## src/sv/nmea_cks_pkg.sv

```systemverilog
`default_nettype none
package nmea_cks_pkg;

	localparam logic [7:0] STAR_CHAR  = 8'h2A;
	localparam int         PREFIX_LEN = 6;
	localparam int         POS_W      = $clog2(PREFIX_LEN + 1);

	typedef enum logic [1:0] {
		KIND_OTHER = 2'd0,
		KIND_RMC   = 2'd1,
		KIND_HDT   = 2'd2
	} kind_t;

	// Characters of the two recognized talker/sentence prefixes.
	function automatic logic [7:0] rmc_char(input logic [POS_W-1:0] idx);
		logic [7:0] c;
		case (idx)
			3'd0: c = "$";
			3'd1: c = "G";
			3'd2: c = "P";
			3'd3: c = "R";
			3'd4: c = "M";
			3'd5: c = "C";
			default: c = 8'h00;
		endcase
		return c;
	endfunction

	function automatic logic [7:0] hdt_char(input logic [POS_W-1:0] idx);
		logic [7:0] c;
		case (idx)
			3'd0: c = "$";
			3'd1: c = "G";
			3'd2: c = "P";
			3'd3: c = "H";
			3'd4: c = "D";
			3'd5: c = "T";
			default: c = 8'h00;
		endcase
		return c;
	endfunction

	// Bit 4 set marks a character that is not an uppercase hex digit.
	function automatic logic [4:0] hex_value(input logic [7:0] c);
		logic [4:0] v;
		if (c inside {["0":"9"]}) begin
			v = 5'(c - 8'h30);
		end else if (c inside {["A":"F"]}) begin
			v = 5'(c - 8'h37);
		end else begin
			v = 5'h10;
		end
		return v;
	endfunction

endpackage
`default_nettype wire

```

## src/sv/nmea_sentence_checksum_check.sv

```systemverilog
`default_nettype none
// Checks the XOR checksum of NMEA 0183 sentences fed one character per word on the
// input stream, with tlast on the final character. Each word passes an input register
// and then the update logic into a result register; a character is taken every clock
// unless a final character waits on a result not yet taken; only tlast words give one.
// The sentence is split at '*' into non-empty pieces; checksum_ok is set when there
// are exactly two pieces and the second is two uppercase hex digits equal to the XOR
// of the first piece after its first character. tuser reports the sentence kind from
// the first six characters ($GPRMC or $GPHDT), and the computed XOR is always given.
module nmea_sentence_checksum_check
	import nmea_cks_pkg::*;
(
	input  wire logic        clk,
	input  wire logic        arst_n,
	input  wire logic        s_axis_tvalid,
	output logic             s_axis_tready,
	input  wire logic [7:0]  s_axis_tdata,   // [7:0] text_byte
	input  wire logic        s_axis_tlast,   // end_of_sentence
	output logic             m_axis_tvalid,
	input  wire logic        m_axis_tready,
	output logic [15:0]      m_axis_tdata,   // [0] checksum_ok, [8:1] computed_sum, rest 0
	output logic [1:0]       m_axis_tuser    // [1:0] sentence_kind
);

	// Input register.
	logic             valid_s1;
	logic [7:0]       byte_s1;
	logic             last_s1;

	// Sentence state.
	logic [POS_W-1:0] prefix_pos_q;
	logic             rmc_match_q;
	logic             hdt_match_q;
	logic [7:0]       xor_acc_q;
	logic [1:0]       piece_cnt_q;
	logic             in_piece_q;
	logic [1:0]       piece_pos_q;
	logic [7:0]       rx_sum_q;
	logic             hex_ok_q;

	// Result register.
	logic             out_valid_q;
	logic             out_ok_q;
	kind_t            out_kind_q;
	logic [7:0]       out_sum_q;

	logic             advance;
	logic [POS_W-1:0] prefix_pos_d;
	logic             rmc_match_d;
	logic             hdt_match_d;
	logic [7:0]       xor_acc_d;
	logic [1:0]       piece_cnt_d;
	logic             in_piece_d;
	logic [1:0]       piece_pos_d;
	logic [7:0]       rx_sum_d;
	logic             hex_ok_d;
	logic [1:0]       cur_pos;
	logic [4:0]       hex_v;
	logic             ok_d;
	kind_t            kind_d;

	// A word without tlast never waits on the output side.
	assign advance       = valid_s1 && (!last_s1 || !out_valid_q || m_axis_tready);
	assign s_axis_tready = !valid_s1 || advance;

	always_ff @(posedge clk or negedge arst_n) begin
		if (!arst_n) begin
			valid_s1 <= 1'b0;
		end else if (s_axis_tready) begin
			valid_s1 <= s_axis_tvalid;
		end
	end

	always_ff @(posedge clk) begin
		if (s_axis_tready && s_axis_tvalid) begin
			byte_s1 <= s_axis_tdata;
			last_s1 <= s_axis_tlast;
		end
	end

	always_comb begin
		prefix_pos_d = prefix_pos_q;
		rmc_match_d  = rmc_match_q;
		hdt_match_d  = hdt_match_q;
		xor_acc_d    = xor_acc_q;
		piece_cnt_d  = piece_cnt_q;
		in_piece_d   = in_piece_q;
		piece_pos_d  = piece_pos_q;
		rx_sum_d     = rx_sum_q;
		hex_ok_d     = hex_ok_q;
		cur_pos      = piece_pos_q;
		hex_v        = hex_value(byte_s1);

		if (prefix_pos_q < POS_W'(PREFIX_LEN)) begin
			if (byte_s1 != rmc_char(prefix_pos_q)) rmc_match_d = 1'b0;
			if (byte_s1 != hdt_char(prefix_pos_q)) hdt_match_d = 1'b0;
			prefix_pos_d = prefix_pos_q + 1'b1;
		end

		if (byte_s1 == STAR_CHAR) begin
			in_piece_d = 1'b0;
		end else begin
			if (!in_piece_q) begin
				in_piece_d = 1'b1;
				if (piece_cnt_q != 2'd3) piece_cnt_d = piece_cnt_q + 1'b1;
				cur_pos = 2'd0;
			end
			if (piece_cnt_d == 2'd1) begin
				if (cur_pos != 2'd0) xor_acc_d = xor_acc_q ^ byte_s1;
			end else if (piece_cnt_d == 2'd2) begin
				if (hex_v[4]) begin
					hex_ok_d = 1'b0;
				end else begin
					rx_sum_d = {rx_sum_q[3:0], hex_v[3:0]};
				end
			end
			piece_pos_d = (cur_pos == 2'd3) ? cur_pos : cur_pos + 1'b1;
		end

		kind_d = KIND_OTHER;
		if (prefix_pos_d == POS_W'(PREFIX_LEN)) begin
			if (rmc_match_d) begin
				kind_d = KIND_RMC;
			end else if (hdt_match_d) begin
				kind_d = KIND_HDT;
			end
		end
		ok_d = (piece_cnt_d == 2'd2) && (piece_pos_d == 2'd2) && hex_ok_d
		       && (rx_sum_d == xor_acc_d);
	end

	// State returns to its idle values after the final character of a sentence.
	always_ff @(posedge clk or negedge arst_n) begin
		if (!arst_n) begin
			prefix_pos_q <= '0;
			rmc_match_q  <= 1'b1;
			hdt_match_q  <= 1'b1;
			xor_acc_q    <= '0;
			piece_cnt_q  <= '0;
			in_piece_q   <= 1'b0;
			piece_pos_q  <= '0;
			rx_sum_q     <= '0;
			hex_ok_q     <= 1'b1;
		end else if (advance) begin
			if (last_s1) begin
				prefix_pos_q <= '0;
				rmc_match_q  <= 1'b1;
				hdt_match_q  <= 1'b1;
				xor_acc_q    <= '0;
				piece_cnt_q  <= '0;
				in_piece_q   <= 1'b0;
				piece_pos_q  <= '0;
				rx_sum_q     <= '0;
				hex_ok_q     <= 1'b1;
			end else begin
				prefix_pos_q <= prefix_pos_d;
				rmc_match_q  <= rmc_match_d;
				hdt_match_q  <= hdt_match_d;
				xor_acc_q    <= xor_acc_d;
				piece_cnt_q  <= piece_cnt_d;
				in_piece_q   <= in_piece_d;
				piece_pos_q  <= piece_pos_d;
				rx_sum_q     <= rx_sum_d;
				hex_ok_q     <= hex_ok_d;
			end
		end
	end

	always_ff @(posedge clk or negedge arst_n) begin
		if (!arst_n) begin
			out_valid_q <= 1'b0;
		end else if (advance && last_s1) begin
			out_valid_q <= 1'b1;
		end else if (m_axis_tready) begin
			out_valid_q <= 1'b0;
		end
	end

	always_ff @(posedge clk) begin
		if (advance && last_s1) begin
			out_ok_q   <= ok_d;
			out_kind_q <= kind_d;
			out_sum_q  <= xor_acc_d;
		end
	end

	assign m_axis_tvalid = out_valid_q;
	assign m_axis_tdata  = {7'd0, out_sum_q, out_ok_q};
	assign m_axis_tuser  = out_kind_q;

`ifndef NO_ASSERTIONS
	// A new result only appears after a final character left the input register.
	a_result_from_last: assert property (@(posedge clk) disable iff (!arst_n)
		$rose(out_valid_q) |-> $past(advance && last_s1))
		else $error("result appeared without a final character");

	// Input side only stalls behind a held final character.
	a_stall_cause: assert property (@(posedge clk) disable iff (!arst_n)
		!s_axis_tready |-> (valid_s1 && last_s1 && out_valid_q && !m_axis_tready))
		else $error("input stalled without cause");

	// Sentence state is cleared once a sentence is finished.
	a_state_cleared: assert property (@(posedge clk) disable iff (!arst_n)
		(advance && last_s1) |=> (piece_cnt_q == 2'd0 && xor_acc_q == 8'd0
		&& prefix_pos_q == '0))
		else $error("sentence state not cleared");

	// A passing checksum needs exactly two pieces and valid hex digits, and its sum equals the received digits.
	a_ok_consistent: assert property (@(posedge clk) disable iff (!arst_n)
		(advance && last_s1 && ok_d) |-> (piece_cnt_d == 2'd2 && hex_ok_d))
		else $error("checksum accepted with malformed checksum field");
`endif

endmodule
`default_nettype wire

```

## config.mk

```make
export PLATFORM = sky130hd
export DESIGN_NAME = nmea_sentence_checksum_check
export DESIGN_NICKNAME = d
export VERILOG_FILES = /design/src/sv/nmea_cks_pkg.sv /design/src/sv/nmea_sentence_checksum_check.sv
export SDC_FILE = /design/constraint.sdc
export NUM_CORES = 1
export LEC_CHECK = 0
export CORE_MARGIN = 2
export CORE_UTILIZATION = 65
export CTS_BUF_LIST = sky130_fd_sc_hd__clkbuf_8
export DETAILED_ROUTE_END_ITERATION = 12
export DONT_BUFFER_PORTS = 1
export GPL_TIMING_DRIVEN = 0
export HOLD_SLACK_MARGIN = 0.08
export PLACE_DENSITY_LB_ADDON = 0.08
export SKIP_LAST_GASP = 1
export SYNTH_ARGS = -nofsm -noshare
export SYNTH_HDL_FRONTEND = slang
export SYNTH_SLANG_ARGS = --single-unit
```

## constraint.sdc

```tcl
create_clock -name clk -period 3.2 [get_ports clk]
set_input_delay 0.64 -clock clk [delete_from_list [all_inputs] [get_ports clk]]
set_output_delay 0.64 -clock clk [all_outputs]
set_load 0.02 [all_outputs]
```

==> reports/results.ini <==
[outcome]
status = finished, final reports clean

[grt]
grt_pass1_wl_um = 9680
grt_max_degree = 27
grt_pass1_vias = 1984
grt_overflow = 0
antenna_found_initial = 0
grt_usage_pct = 25.3

[synth]
synth.distinct_cells = 58
synthTopCellsByArea = dfrtp_1, edfxtp_1, nand2_1, ha_1, o21ai_0
yosysTopAreaCell = dfrtp_1
avgSynthCellArea_um2 = 10.2
netlist_area_mm2 = 0.00285
synth_edf_count = 20
synth_top_area_share_pct = 22.8
synth-seq-cells = 49
yosys_warnings = 0
synthCells = 279
synthArstFlopShare_pct = 59.2
ys_seq_area_share_pct = 46.6
ys.flop_type = dfrtp_1

[clocking]
clockBufferDepth = 2
clkSlewWorstSetupHoldPaths_ps = 90
clock_sinks = 49
ctsHtreeMaxLevel = 2
numCtsBuffers = 5
clkLatencyLatePin_ps = 300
cts_tree = built
post_cts_buffers = 0
root_buffer = clkbuf_8

[power]
ir_drop_uv = 312
p_leak_nw = 1.26
p_total_mw = 1.59
power.density_mw_per_mm2 = 518

[setup_path]
cp-end-kind = flip-flop
path_cells = inv_1 -> ha_1 -> nor2_1 -> a2111oi_4 -> a21o_4 -> and2_4 -> buf_12 -> mux2i_1 -> xnor2_1 -> nor4_1 -> nor4b_2
crit_family = simple AND/OR/NAND/NOR gates
criticalPathCategory = reg2reg
start_kind = flip-flop
crit_buf_inv = 2
required_ps = 3340
cp_max_fo = 9
r2r_setup_slack_ps = 170
slowest_delay_ps = 530
slowest_stage = edfxtp_1
crit_arrival_ps = 3160

[route]
totalWireLength_um = 5720
postRouteAntennaNets = 0
drt-initial-drc-count = 112
vias = 2058
drcViolationCount = 0
wl_per_cell_um = 16.5
drt_first_pass_iters = 4
vias_per_cell = 5.95

[layout]
diodes = 0
drive_above_1_share_pct = 11.2
syn_to_final_growth_pct = 7.37
nFillCells = 322
fin_area_mm2 = 0.00306
nets = 316

[sta]
max_freq_mhz = 331
fin_skew_ps = 7.94
finalHoldViolCount = 0
tns_ps = 0
rsz0062_at_grt = no
min_period_over_period_pct = 94.5
worst_pin_slew_ps = 648
setup_viol_count_final = 0
fin_crit_ps = 3030
layout_setup_ws_ps = 175
slew_headroom_pct = 56.6
slew_viol_final = 0

[placement]
place_congestion = 0.920
dp_hpwl_um = 4090
place_area_mm2 = 0.00294
numPortBuffers = 0
dp_slack_ps = 231

[floorplan]
die_area_mm2 = 0.00494
die_h_um = 70.3
coreArea_mm2 = 0.00429
start_util_pct = 66.5
io_pins = 33
row_count = 24
die_x_um = 70.3

[job]
maxCapViolCount = 0

[min_path]
hp-class = in2async

## layout by cell type, fill, tap and decap left out, types with 2 or more instances in the layout
| cell type | instances |
|---|---|
| nor2_1 | 16 |
| nand2_1 | 34 |
| xnor2_1 | 12 |
| nor3_1 | 2 |
| a21oi_1 | 12 |
| o21ai_0 | 24 |
| clkbuf_1 | 6 |
| o21ai_1 | 2 |
| and2_1 | 5 |
| nor3b_1 | 2 |
| buf_4 | 8 |
| o22ai_1 | 2 |
| dfrtp_1 | 26 |
| a22o_1 | 11 |
| nand4_1 | 3 |
| nor3b_2 | 2 |
| buf_12 | 2 |
| clkbuf_8 | 7 |
| inv_1 | 11 |
| and3_1 | 3 |
| a22oi_1 | 3 |
| edfxtp_1 | 20 |
| nor2b_1 | 2 |
| nor4_1 | 2 |
| ha_1 | 10 |
| nand2b_1 | 6 |
| conb_1 | 7 |
| dfstp_2 | 3 |
| mux2i_1 | 6 |
| o31ai_1 | 2 |
| nand3_1 | 6 |
| xor2_1 | 8 |
## synthesized netlist by cell type, types with 2 or more instances
cell type  number
ha_1           10
and2_1          5
o21ai_1         2
nand2b_1        6
inv_1          11
o22ai_1         2
a22o_1         11
edfxtp_1       20
o21ai_0        24
nand2_1        34
and3_1          3
mux2i_1         6
nor3b_1         2
xor2_1          8
nor3_1          2
buf_4           8
nand3_1         6
a22oi_1         3
nor2b_1         2
nand4_1         3
clkbuf_1        7
xnor2_1        12
a21oi_1        12
o31ai_1         2
nor2_1         16
nor3b_2         2
dfrtp_1        26
nor4_1          2
dfstp_2         3
## repair_timing
action                                  4_1_cts  5_1_grt
endpoints found under the setup margin        0        1
hold buffers                                  1        0
gates resized for setup                       0        2
endpoints found under the hold margin        26        0
## per-stage QoR
stage,hold WS (ps),cells,utilization (%)
after floorplan,344,285,-
after global placement,345,337,68.5
after detailed placement,345,337,68.5
after CTS,154,346,71.3
after global routing,152,346,71.4
final,148,346,71.4
## sequential cells by signal, indices dropped and copies added (netlist names)
register	flops
last_s1	1
piece_pos_q	2
hex_ok_q	1
out_ok_q	1
piece_cnt_q	2
rx_sum_q	8
xor_acc_q	8
prefix_pos_q	3
m_axis_tuser	2
byte_s1	8
hdt_match_q	1
out_sum_q	8
valid_s1	1
in_piece_q	1
m_axis_tvalid	1
rmc_match_q	1
## cells by family after synthesis
family / after synthesis / share of synthesized area (%)
other: 1 / 0.131
buffers and inverters: 29 / 5.70
xor gates and xnor gates: 21 / 7.10
AOI/OAI and AO/OA: 68 / 16.2
and+or+nand+nor: 95 / 17.8
DFF: 49 / 46.6
adders and majority gates: 10 / 4.38
muxes: 6 / 2.10
## power breakdown
| group | internal (mW) | switching (mW) |
|---|---|---|
| clock network | 0.196 | 0.201 |
| logic | 0.161 | 0.238 |
| registers | 0.728 | 0.0615 |
## per-layer routing
layer	track usage [%]	vias to the layer above	part of all wire (%)
li1	-	1004	-
met5	0	-	0
met2	40.3	60	48
met1	34.5	984	46
met3	4.91	10	4.0
met4	9.62	0	2.0
## area by class of cell
| class | count | area [um2] | share of cell area [%] |
|---|---|---|---|
| Timing Repair Buffer | 1 | 20.0 | 0.653 |
| Multi-Input combinational cell | 207 | 1380 | 45.2 |
| Sequential cell | 49 | 1330 | 43.4 |
| Tap cell | 52 | 65.1 | 2.12 |
| Buffer | 17 | 119 | 3.88 |
| Inverter | 12 | 45.0 | 1.47 |
| Clock inverter | 1 | 5.00 | 0.163 |
| Clock buffer | 7 | 96.3 | 3.14 |
## final timing paths
kind                                 startpoint        endpoint  cells after the start
worst min-delay path                     arst_n     rx_sum_q[4]                      1
worst max-delay path                 byte_s1[1]        out_ok_q                     11
worst min register to register         hex_ok_q        hex_ok_q                      2
max in group asynchronous                arst_n  piece_cnt_q[1]                      1
worst max register to register       byte_s1[1]        out_ok_q                     11
min in group clk                s_axis_tdata[7]      byte_s1[7]                      0
(Power assumes the default switching activity.)
